### config.mk
export PLATFORM = sky130hd
export DESIGN_NAME = midi_byte_stream_parser
export DESIGN_NICKNAME = d
export VERILOG_FILES = /design/src/hdl/mbsp_pkg.sv /design/src/hdl/mbsp_ctrl.sv /design/src/hdl/mbsp_datapath.sv /design/src/hdl/midi_byte_stream_parser.sv
export SDC_FILE = /design/constraint.sdc
export NUM_CORES = 1
export LEC_CHECK = 0
export BUFFER_PORTS_ARGS = -buffer_cell sky130_fd_sc_hd__buf_4
export CORE_ASPECT_RATIO = 1.2
export CORE_MARGIN = 10
export CORE_UTILIZATION = 56
export DETAILED_ROUTE_END_ITERATION = 7
export PLACE_DENSITY = 0.72
export SETUP_SLACK_MARGIN = 0.3
export SLEW_MARGIN = 20
export SYNTH_ARGS = -nofsm -noshare
export SYNTH_HDL_FRONTEND = slang
export SYNTH_HIERARCHICAL = 1
export SYNTH_SLANG_ARGS = --single-unit
### constraint.sdc
create_clock -name clk -period 3.9 [get_ports clk]
set_input_delay 0 -clock clk [delete_from_list [all_inputs] [get_ports clk]]
set_output_delay 0 -clock clk [all_outputs]
set_load 0.03 [all_outputs]
### src/hdl/mbsp_pkg.sv
// Package for the MIDI byte stream parser: status byte codes, the result
// word type, the controller/datapath command and status structs.
// No dependencies.
`default_nettype none

package mbsp_pkg;

  localparam int SysexDepthDefault = 64;

  // Status byte codes
  localparam logic [7:0] MIDI_RT_MIN      = 8'hF8;
  localparam logic [7:0] MIDI_SYSEX_START = 8'hF0;
  localparam logic [7:0] MIDI_SYSEX_END   = 8'hF7;
  localparam logic [7:0] MIDI_CH_MIN      = 8'h80;
  localparam logic [7:0] MIDI_CH_MAX      = 8'hE0;
  localparam logic [7:0] MIDI_PROG_CHANGE = 8'hC0;
  localparam logic [7:0] MIDI_CH_PRESSURE = 8'hD0;
  localparam logic [7:0] MIDI_TIME_CODE   = 8'hF1;
  localparam logic [7:0] MIDI_SONG_SELECT = 8'hF3;
  localparam logic [7:0] MIDI_SONG_POS    = 8'hF2;
  localparam logic [7:0] MIDI_TUNE_REQ    = 8'hF6;

  localparam logic KIND_SHORT = 1'b0;
  localparam logic KIND_SYSEX = 1'b1;

  typedef enum logic [1:0] {
    ST_IDLE,
    ST_READ,
    ST_PUSH
  } mbsp_state_t;

  typedef struct packed {
    logic       kind;
    logic [7:0] status_byte;
    logic [6:0] data_first;
    logic [6:0] data_second;
    logic [7:0] sysex_byte;
    logic       last_of_run;
  } result_t;

  typedef struct packed {
    logic accept;     // take the input word and update parse state
    logic rd_en;      // read store at the dump index
    logic dump_push;  // queue the read store byte
    logic idx_inc;    // advance dump index
  } cmd_t;

  typedef struct packed {
    logic fifo_full;
    logic dump_start; // input word is an F7 closing a SysEx that fits
    logic dump_last;  // dump index is at the F7
  } sts_t;

  // Number of data bytes that follow a status byte
  function automatic logic [1:0] data_count(input logic [7:0] st);
    logic [7:0] hi;
    hi = {st[7:4], 4'h0};
    if (hi >= MIDI_CH_MIN && hi <= MIDI_CH_MAX) begin
      data_count = (hi == MIDI_PROG_CHANGE || hi == MIDI_CH_PRESSURE) ? 2'd1 : 2'd2;
    end else if (st == MIDI_TIME_CODE || st == MIDI_SONG_SELECT) begin
      data_count = 2'd1;
    end else if (st == MIDI_SONG_POS) begin
      data_count = 2'd2;
    end else begin
      data_count = 2'd0;
    end
  endfunction

endpackage

`default_nettype wire

### src/hdl/mbsp_ctrl.sv
// Controller for the MIDI byte stream parser: accepts input words and
// sequences the SysEx store readout. Depends on mbsp_pkg.
`default_nettype none

module mbsp_ctrl
  import mbsp_pkg::*;
(
  input  wire logic clk,
  input  wire logic rst,
  input  wire logic in_valid,
  output logic      in_stall,
  input  wire sts_t sts,
  output cmd_t      cmd
);

  mbsp_state_t state, state_next;

  always_ff @(posedge clk) begin
    if (rst) begin
      state <= ST_IDLE;
    end else begin
      state <= state_next;
    end
  end

  always_comb begin
    state_next = state;
    cmd        = '0;
    in_stall   = 1'b1;
    unique case (state)
      ST_IDLE: begin
        in_stall   = sts.fifo_full;
        cmd.accept = in_valid && !sts.fifo_full;
        if (cmd.accept && sts.dump_start) begin
          state_next = ST_READ;
        end
      end
      ST_READ: begin
        cmd.rd_en  = 1'b1;
        state_next = ST_PUSH;
      end
      ST_PUSH: begin
        if (!sts.fifo_full) begin
          cmd.dump_push = 1'b1;
          if (sts.dump_last) begin
            state_next = ST_IDLE;
          end else begin
            cmd.idx_inc = 1'b1;
            state_next  = ST_READ;
          end
        end
      end
      default: state_next = ST_IDLE;
    endcase
  end

endmodule

`default_nettype wire

### src/hdl/mbsp_datapath.sv
// Datapath for the MIDI byte stream parser: running status registers,
// SysEx store, and a two-word output queue. Depends on mbsp_pkg.
`default_nettype none

module mbsp_datapath
  import mbsp_pkg::*;
#(
  parameter int SYSEX_DEPTH = SysexDepthDefault
) (
  input  wire logic       clk,
  input  wire logic       rst,
  input  wire logic [7:0] midi_byte,
  input  wire cmd_t       cmd,
  output sts_t            sts,
  output logic            out_valid,
  input  wire logic       out_stall,
  output result_t         out_res
);

  localparam int LW = $clog2(SYSEX_DEPTH + 1);
  localparam int AW = $clog2(SYSEX_DEPTH);

  logic [7:0]    running_status;
  logic [1:0]    needed_count;
  logic          held_count;
  logic [6:0]    held_first;
  logic          in_sysex;
  logic [LW-1:0] sysex_length;

  logic [7:0]    sysex_store [SYSEX_DEPTH];
  logic [7:0]    store_q;
  logic [AW-1:0] idx;
  logic [AW-1:0] last_idx;

  logic          len_room;
  logic          is_status;
  logic          store_we;
  logic [AW-1:0] store_wa;

  logic          short_push;
  result_t       short_res;
  result_t       dump_res;
  result_t       push_res;
  logic          push;
  logic          pop;

  result_t       fifo_data [2];
  logic          wr_ptr;
  logic          rd_ptr;
  logic [1:0]    count;

  assign len_room  = sysex_length < LW'(SYSEX_DEPTH);
  assign is_status = midi_byte[7];

  assign sts.fifo_full  = count == 2'd2;
  assign sts.dump_start = midi_byte == MIDI_SYSEX_END && in_sysex && len_room;
  assign sts.dump_last  = idx == last_idx;

  // Short message decode for the incoming word
  always_comb begin
    short_push            = 1'b0;
    short_res             = '0;
    short_res.kind        = KIND_SHORT;
    short_res.last_of_run = 1'b1;
    if (cmd.accept) begin
      if (midi_byte >= MIDI_RT_MIN) begin
        short_push            = 1'b1;
        short_res.status_byte = midi_byte;
      end else if (is_status) begin
        if (midi_byte != MIDI_SYSEX_START && midi_byte != MIDI_SYSEX_END &&
            data_count(midi_byte) == 2'd0) begin
          short_push            = 1'b1;
          short_res.status_byte = midi_byte;
        end
      end else if (!in_sysex && needed_count != 2'd0 && running_status != 8'd0) begin
        short_res.status_byte = running_status;
        if (!held_count) begin
          if (needed_count == 2'd1) begin
            short_push           = 1'b1;
            short_res.data_first = midi_byte[6:0];
          end
        end else begin
          short_push            = 1'b1;
          short_res.data_first  = held_first;
          short_res.data_second = midi_byte[6:0];
        end
      end
    end
  end

  // Parse state
  always_ff @(posedge clk) begin
    if (rst) begin
      running_status <= '0;
      needed_count   <= '0;
      held_count     <= 1'b0;
      in_sysex       <= 1'b0;
      sysex_length   <= '0;
    end else if (cmd.accept) begin
      if (midi_byte >= MIDI_RT_MIN) begin
        // real-time: no state change
      end else if (midi_byte == MIDI_SYSEX_START) begin
        in_sysex       <= 1'b1;
        running_status <= '0;
        needed_count   <= '0;
        held_count     <= 1'b0;
        sysex_length   <= LW'(1);
      end else if (midi_byte == MIDI_SYSEX_END) begin
        in_sysex     <= 1'b0;
        sysex_length <= '0;
      end else if (is_status) begin
        in_sysex       <= 1'b0;
        sysex_length   <= '0;
        running_status <= midi_byte;
        needed_count   <= data_count(midi_byte);
        held_count     <= 1'b0;
      end else if (in_sysex) begin
        if (len_room) begin
          sysex_length <= sysex_length + LW'(1);
        end else begin
          // overflow drops the whole SysEx
          sysex_length <= '0;
          in_sysex     <= 1'b0;
        end
      end else if (needed_count != 2'd0 && running_status != 8'd0) begin
        if (!held_count) begin
          if (needed_count == 2'd2) begin
            held_count <= 1'b1;
          end
        end else begin
          held_count <= 1'b0;
        end
      end
    end
  end

  always_ff @(posedge clk) begin
    if (cmd.accept && !is_status && !in_sysex && !held_count) begin
      held_first <= midi_byte[6:0];
    end
  end

  // SysEx store
  assign store_we = cmd.accept &&
                    (midi_byte == MIDI_SYSEX_START ||
                     (midi_byte == MIDI_SYSEX_END && in_sysex && len_room) ||
                     (!is_status && in_sysex && len_room));
  assign store_wa = (midi_byte == MIDI_SYSEX_START) ? '0 : sysex_length[AW-1:0];

  always_ff @(posedge clk) begin
    if (store_we) begin
      sysex_store[store_wa] <= midi_byte;
    end
    if (cmd.rd_en) begin
      store_q <= sysex_store[idx];
    end
  end

  always_ff @(posedge clk) begin
    if (cmd.accept && sts.dump_start) begin
      last_idx <= sysex_length[AW-1:0];
    end
  end

  always_ff @(posedge clk) begin
    if (rst) begin
      idx <= '0;
    end else if (cmd.accept) begin
      idx <= '0;
    end else if (cmd.idx_inc) begin
      idx <= idx + AW'(1);
    end
  end

  always_comb begin
    dump_res             = '0;
    dump_res.kind        = KIND_SYSEX;
    dump_res.sysex_byte  = store_q;
    dump_res.last_of_run = sts.dump_last;
  end

  // Output queue, two words deep
  assign push     = short_push || cmd.dump_push;
  assign push_res = cmd.dump_push ? dump_res : short_res;
  assign pop      = out_valid && !out_stall;

  always_ff @(posedge clk) begin
    if (push) begin
      fifo_data[wr_ptr] <= push_res;
    end
  end

  always_ff @(posedge clk) begin
    if (rst) begin
      wr_ptr <= 1'b0;
      rd_ptr <= 1'b0;
      count  <= '0;
    end else begin
      if (push) begin
        wr_ptr <= ~wr_ptr;
      end
      if (pop) begin
        rd_ptr <= ~rd_ptr;
      end
      count <= count + {1'b0, push} - {1'b0, pop};
    end
  end

  assign out_valid = count != 2'd0;
  assign out_res   = fifo_data[rd_ptr];

endmodule

`default_nettype wire

### src/hdl/midi_byte_stream_parser.sv
// MIDI byte stream parser, top level. Joins mbsp_ctrl and mbsp_datapath.
// Depends on mbsp_pkg.
//
// Usage: one raw MIDI byte per input word on midi_byte with in_valid /
// in_stall; one result per output word with out_valid / out_stall.
// A word moves at a clock edge where valid is high and stall is low.
// Short messages (real-time, completed channel or system-common messages,
// data-less status) are written to the output queue as the byte that
// completes them is taken. Bytes that complete nothing give no output.
// Ordinary bytes are taken one per cycle while the two-word output queue
// has room. An F7 that closes a stored SysEx starts a readout: the input
// stalls while the store is read back, each stored byte, F0 and F7
// included, going through a read state and then a push state (one store
// read port, registered read data); a push waits while the queue is full.
// last_of_run marks the final word of each input byte's results.
// Reset clears running status and SysEx state and empties the queue.
// While out_stall is high the head word holds; once the queue is full
// in_stall rises and input waits. No clearing pass is needed after reset.
`default_nettype none

module midi_byte_stream_parser
  import mbsp_pkg::*;
#(
  parameter int SYSEX_DEPTH = SysexDepthDefault
) (
  input  wire logic       clk,
  input  wire logic       rst,
  input  wire logic       in_valid,
  output logic            in_stall,
  input  wire logic [7:0] midi_byte,
  output logic            out_valid,
  input  wire logic       out_stall,
  output logic            kind,
  output logic [7:0]      status_byte,
  output logic [6:0]      data_first,
  output logic [6:0]      data_second,
  output logic [7:0]      sysex_byte,
  output logic            last_of_run
);

  cmd_t    cmd;
  sts_t    sts;
  result_t out_res;

  mbsp_ctrl u_ctrl (
    .clk      (clk),
    .rst      (rst),
    .in_valid (in_valid),
    .in_stall (in_stall),
    .sts      (sts),
    .cmd      (cmd)
  );

  mbsp_datapath #(
    .SYSEX_DEPTH (SYSEX_DEPTH)
  ) u_datapath (
    .clk       (clk),
    .rst       (rst),
    .midi_byte (midi_byte),
    .cmd       (cmd),
    .sts       (sts),
    .out_valid (out_valid),
    .out_stall (out_stall),
    .out_res   (out_res)
  );

  assign kind        = out_res.kind;
  assign status_byte = out_res.status_byte;
  assign data_first  = out_res.data_first;
  assign data_second = out_res.data_second;
  assign sysex_byte  = out_res.sysex_byte;
  assign last_of_run = out_res.last_of_run;

endmodule

`default_nettype wire

==> PnR_summary.wiki <==
{| class="wikitable"
! Metric !! Value
|-
| Worst reg2reg setup slack || 0.85 ns
|-
| Unrepaired setup endpoints after global routing || false
|-
| CTS clk-pin slew, worst paths || 0.07 ns
|-
| Antenna violations before repair || 2
|-
| Number of antenna diodes || 0
|-
| RD Place Congestion || 0.903
|-
| Final core occ || 0.639
|-
| Share of layout cells above drive strength 1 || 0.265
|-
| Number of top-level pins || 46
|-
| Cells after Synth || 1354
|-
| Overflow left after global routing || 0
|-
| Final Hold Viols || 0
|-
| Total via count in the routed design || 13400
|-
| Highest attainable clock frequency || 0.328 GHz
|-
| End of the worst register-to-register path || u_datapath/store_q[0]
|-
| Count of cell types in the netlist || 73
|-
| CTS tree || yes
|-
| Arrival time worst endpoint || 3.36 ns
|-
| Number of nets in the finished design || 1496
|-
| Max-slew violation count || 0
|-
| Count of state elements after synthesis || 629
|-
| Synth area leader || sky130_fd_sc_hd__edfxtp_1
|-
| Sequential fraction of the synthesis area || 0.736
|-
| Slowest cell on the critical path || sky130_fd_sc_hd__a2111oi_1
|-
| Netlist area before placement || 25200 um2
|-
| Max stage delay on crit path || 0.75 ns
|-
| DR vias/cell || 6.40
|-
| Most used standard cells in the synthesized netlist || sky130_fd_sc_hd__edfxtp_1 (597), sky130_fd_sc_hd__mux4_2 (104), sky130_fd_sc_hd__mux2i_1 (74), sky130_fd_sc_hd__nor3_1 (66), sky130_fd_sc_hd__nor2_1 (65)
|-
| Cells taking the most area after synthesis || sky130_fd_sc_hd__edfxtp_1 (71%), sky130_fd_sc_hd__mux4_2 (9.3%), sky130_fd_sc_hd__mux2i_1 (2.9%)
|-
| Starting density of the core || 0.565
|-
| Total GRT Usage || 0.221
|-
| Worst setup path endpoint || u_datapath/store_q[0]
|-
| Number of enable flip-flop cells after synthesis || 597
|-
| Post-detailed-route wirelength per cell || 28.2 um
|-
| Slew of the pin with the lowest slew margin || 1.26 ns
|-
| Clock tree skew after final layout || 0.0220 ns
|-
| Synthesis warning total || 6
|-
| Chip height || 252 um
|-
| Final setup TNS || 0 ns
|-
| Critical Path End Type || register
|-
| Launching instance or port of the critical path || u_datapath/idx[0]
|-
| Syn-to-layout area delta || 13.2%
|-
| Area share of the largest cell type after synthesis || 0.711
|-
| Number of buffer cells added on primary ports || 45
|-
| Run status || completed
|-
| Maximum VDD drop || 0.446 mV
|-
| Fraction of the cycle the final worst path needs || 0.783
|-
| Maximum number of pins on one net before global-route repair || 70
|-
| Buffers inserted by post-CTS timing repair || 0
|-
| Inserted Clock Buffers || 56
|-
| Top fanout value on the critical path || 58
|-
| Share of flip-flops with an asynchronous set or reset after synthesis || 0
|-
| Depth of the CTS H-tree || 2
|-
| Sinks on the clock net || 629
|-
| Worst skew pair latency || 0.60 ns
|-
| Vias in the first global route || 13200
|-
| Standard-cell row count || 85
|-
| Avg Synthesized Cell Area || 18.6 um2
|-
| Leading cell type by number of instances after synthesis || sky130_fd_sc_hd__edfxtp_1
|-
| Wire length of the first global-routing pass || 88100 um
|-
| Type of the setup path with the least slack || register to register
|-
| Leakage Power || 8.96 nW
|-
| Hold_buf cts || 11
|-
| Antenna violation net count after detailed routing || 0
|-
| Power per cell area || 487 nW/um2
|-
| Count of max-cap constraint violations || 0
|-
| Hold Worst Slack || 0.0582 ns
|-
| DRC marker count from the first detailed-route iteration || 1483
|-
| Relative max-transition margin || 0.158
|-
| Detailed Routing Iterations Pass 1 || 8
|-
| Hold Path Class || primary input to register
|-
| Total wirelength of the detailed-routed design || 58900 um
|-
| Number of design rule violations left after detail routing || 0
|-
| PostCTS Resize Cnt || 0
|-
| Die X || 214 um
|-
| CP Cell Sequence || buf_12 -> mux4_2 -> mux2i_1 -> nor2_1 -> a2111oi_1 -> o32ai_1
|-
| Category of the worst setup path launch point || register
|-
| Die Outline Area || 54000 um2
|-
| Worst Path Required || 4.21 ns
|-
| Crit path time final || 3.05 ns
|-
| Launching point of the worst reg2reg path || u_datapath/idx[0]
|-
| Number of cells on the worst hold path || 2
|-
| Leading register cell type out of synthesis || sky130_fd_sc_hd__edfxtp_1
|-
| Placeable core area || 44700 um2
|-
| Final count of negative-setup-slack endpoints || 0
|-
| Buffer cell driving the clock tree root || sky130_fd_sc_hd__clkbuf_16
|-
| Depth of the worst register-to-register path || 6
|-
| Half-perimeter wire length after detailed placement || 37100 um
|-
| Largest buffer count on any clock path || 3
|-
| Post-Syn Nets || 1370
|}
-- per-layer routing --
layer  share of wire  global-route usage  vias to the layer above
li1                -                   -                     5740
met1            0.38               0.292                     6894
met2            0.49               0.357                      613
met3           0.081              0.0414                      135
met4           0.042              0.0913                        2
met5         0.00022                   0                        -
-- sequential cells by signal, indices dropped and copies added (netlist names), named ones only --
register                   count
u_datapath/sysex_store       512
u_datapath/fifo_data          64
u_datapath/running_status      8
u_datapath/store_q             8
u_datapath/held_first          7
u_datapath/sysex_length        7
u_datapath/idx                 6
u_datapath/last_idx            6
u_ctrl/state                   2
u_datapath/count               2
u_datapath/needed_count        2
u_datapath/held_count          1
u_datapath/in_sysex            1
u_datapath/rd_ptr              1
u_datapath/wr_ptr              1
-- worst min path at each step --
stage / from / slack, ns / to
2_1_floorplan: rst / 0.07 / u_ctrl/state[0]
3_3_place_gp: in_valid / 0.31 / u_ctrl/state[0]
3_5_place_dp: in_valid / 0.32 / u_ctrl/state[0]
4_1_cts: midi_byte[7] / 0.03 / u_datapath/in_sysex
5_1_grt: midi_byte[7] / 0.06 / u_datapath/sysex_store[45][7]
6_report: midi_byte[7] / 0.06 / u_datapath/sysex_store[45][7]
-- layout make-up --
type | instances | area (um2)
clock buffers | 67 | 1460
clock inverters | 37 | 422
fillers | 3016 | 16100
inverters | 13 | 48.8
multi-input cells | 631 | 6100
flip-flops and latches | 629 | 18600
well taps | 565 | 707
repair buffers | 149 | 1210
-- power by group --
part | internal, mW | switching (mW) | leakage (nW)
sequential | 7.42 | 0.0257 | 5.68
combinational | 0.278 | 0.511 | 2.36
clock | 3.28 | 2.38 | 0.927
total | 11.0 | 2.91 | 8.96
-- stage by stage --
stage / cells / instance area (um2) / setup slack (ns) / power [mW]
after floorplan: 1354 / 25200 / 0.689 / 8.05
after global placement: 1976 / 26500 / 0.911 / 8.34
after detailed placement: 1976 / 26500 / 0.918 / 8.36
after CTS: 2091 / 28500 / 0.907 / 14.0
after global routing: 2091 / 28500 / 0.688 / 14.3
final: 2091 / 28500 / 0.847 / 13.9
-- layout by cell type (no fill, tap or decap), drive strengths merged, types with 9 or more instances in the layout --
cell / instances
edfxtp: 597
buf: 138
mux4: 104
mux2i: 74
nor3: 67
clkbuf: 67
nor2: 65
mux2: 44
dfxtp: 32
nand2: 31
a21oi: 27
clkinv: 23
o21ai: 22
o22ai: 19
inv: 15
and2: 13
nand2b: 12
dlygate4sd3: 11
a22o: 11
nand3: 11
bufinv: 9
a211oi: 9
nor2b: 9
nand4: 9
or3: 9
-- cell families after synthesis --
logic type / after synthesis / synth area share
adder cells (fa/ha/maj): 4 / 0.00198
AND/OR/NAND/NOR: 260 / 0.0565
XOR/XNOR: 13 / 0.00452
multiplexers: 222 / 0.142
flip-flops: 629 / 0.736
AO/OA/AOI/OAI: 132 / 0.0369
buffers and inverters: 94 / 0.0218
-- critical path, delay by kind of cell, from the launching register on --
family                 cells  cell delay, ns
flip-flops                 1            0.53
buffers and inverters      1            0.37
AO/OA/AOI/OAI              2            0.98
multiplexers               2            0.72
AND/OR/NAND/NOR            1            0.06
(Power assumes the default switching activity.)
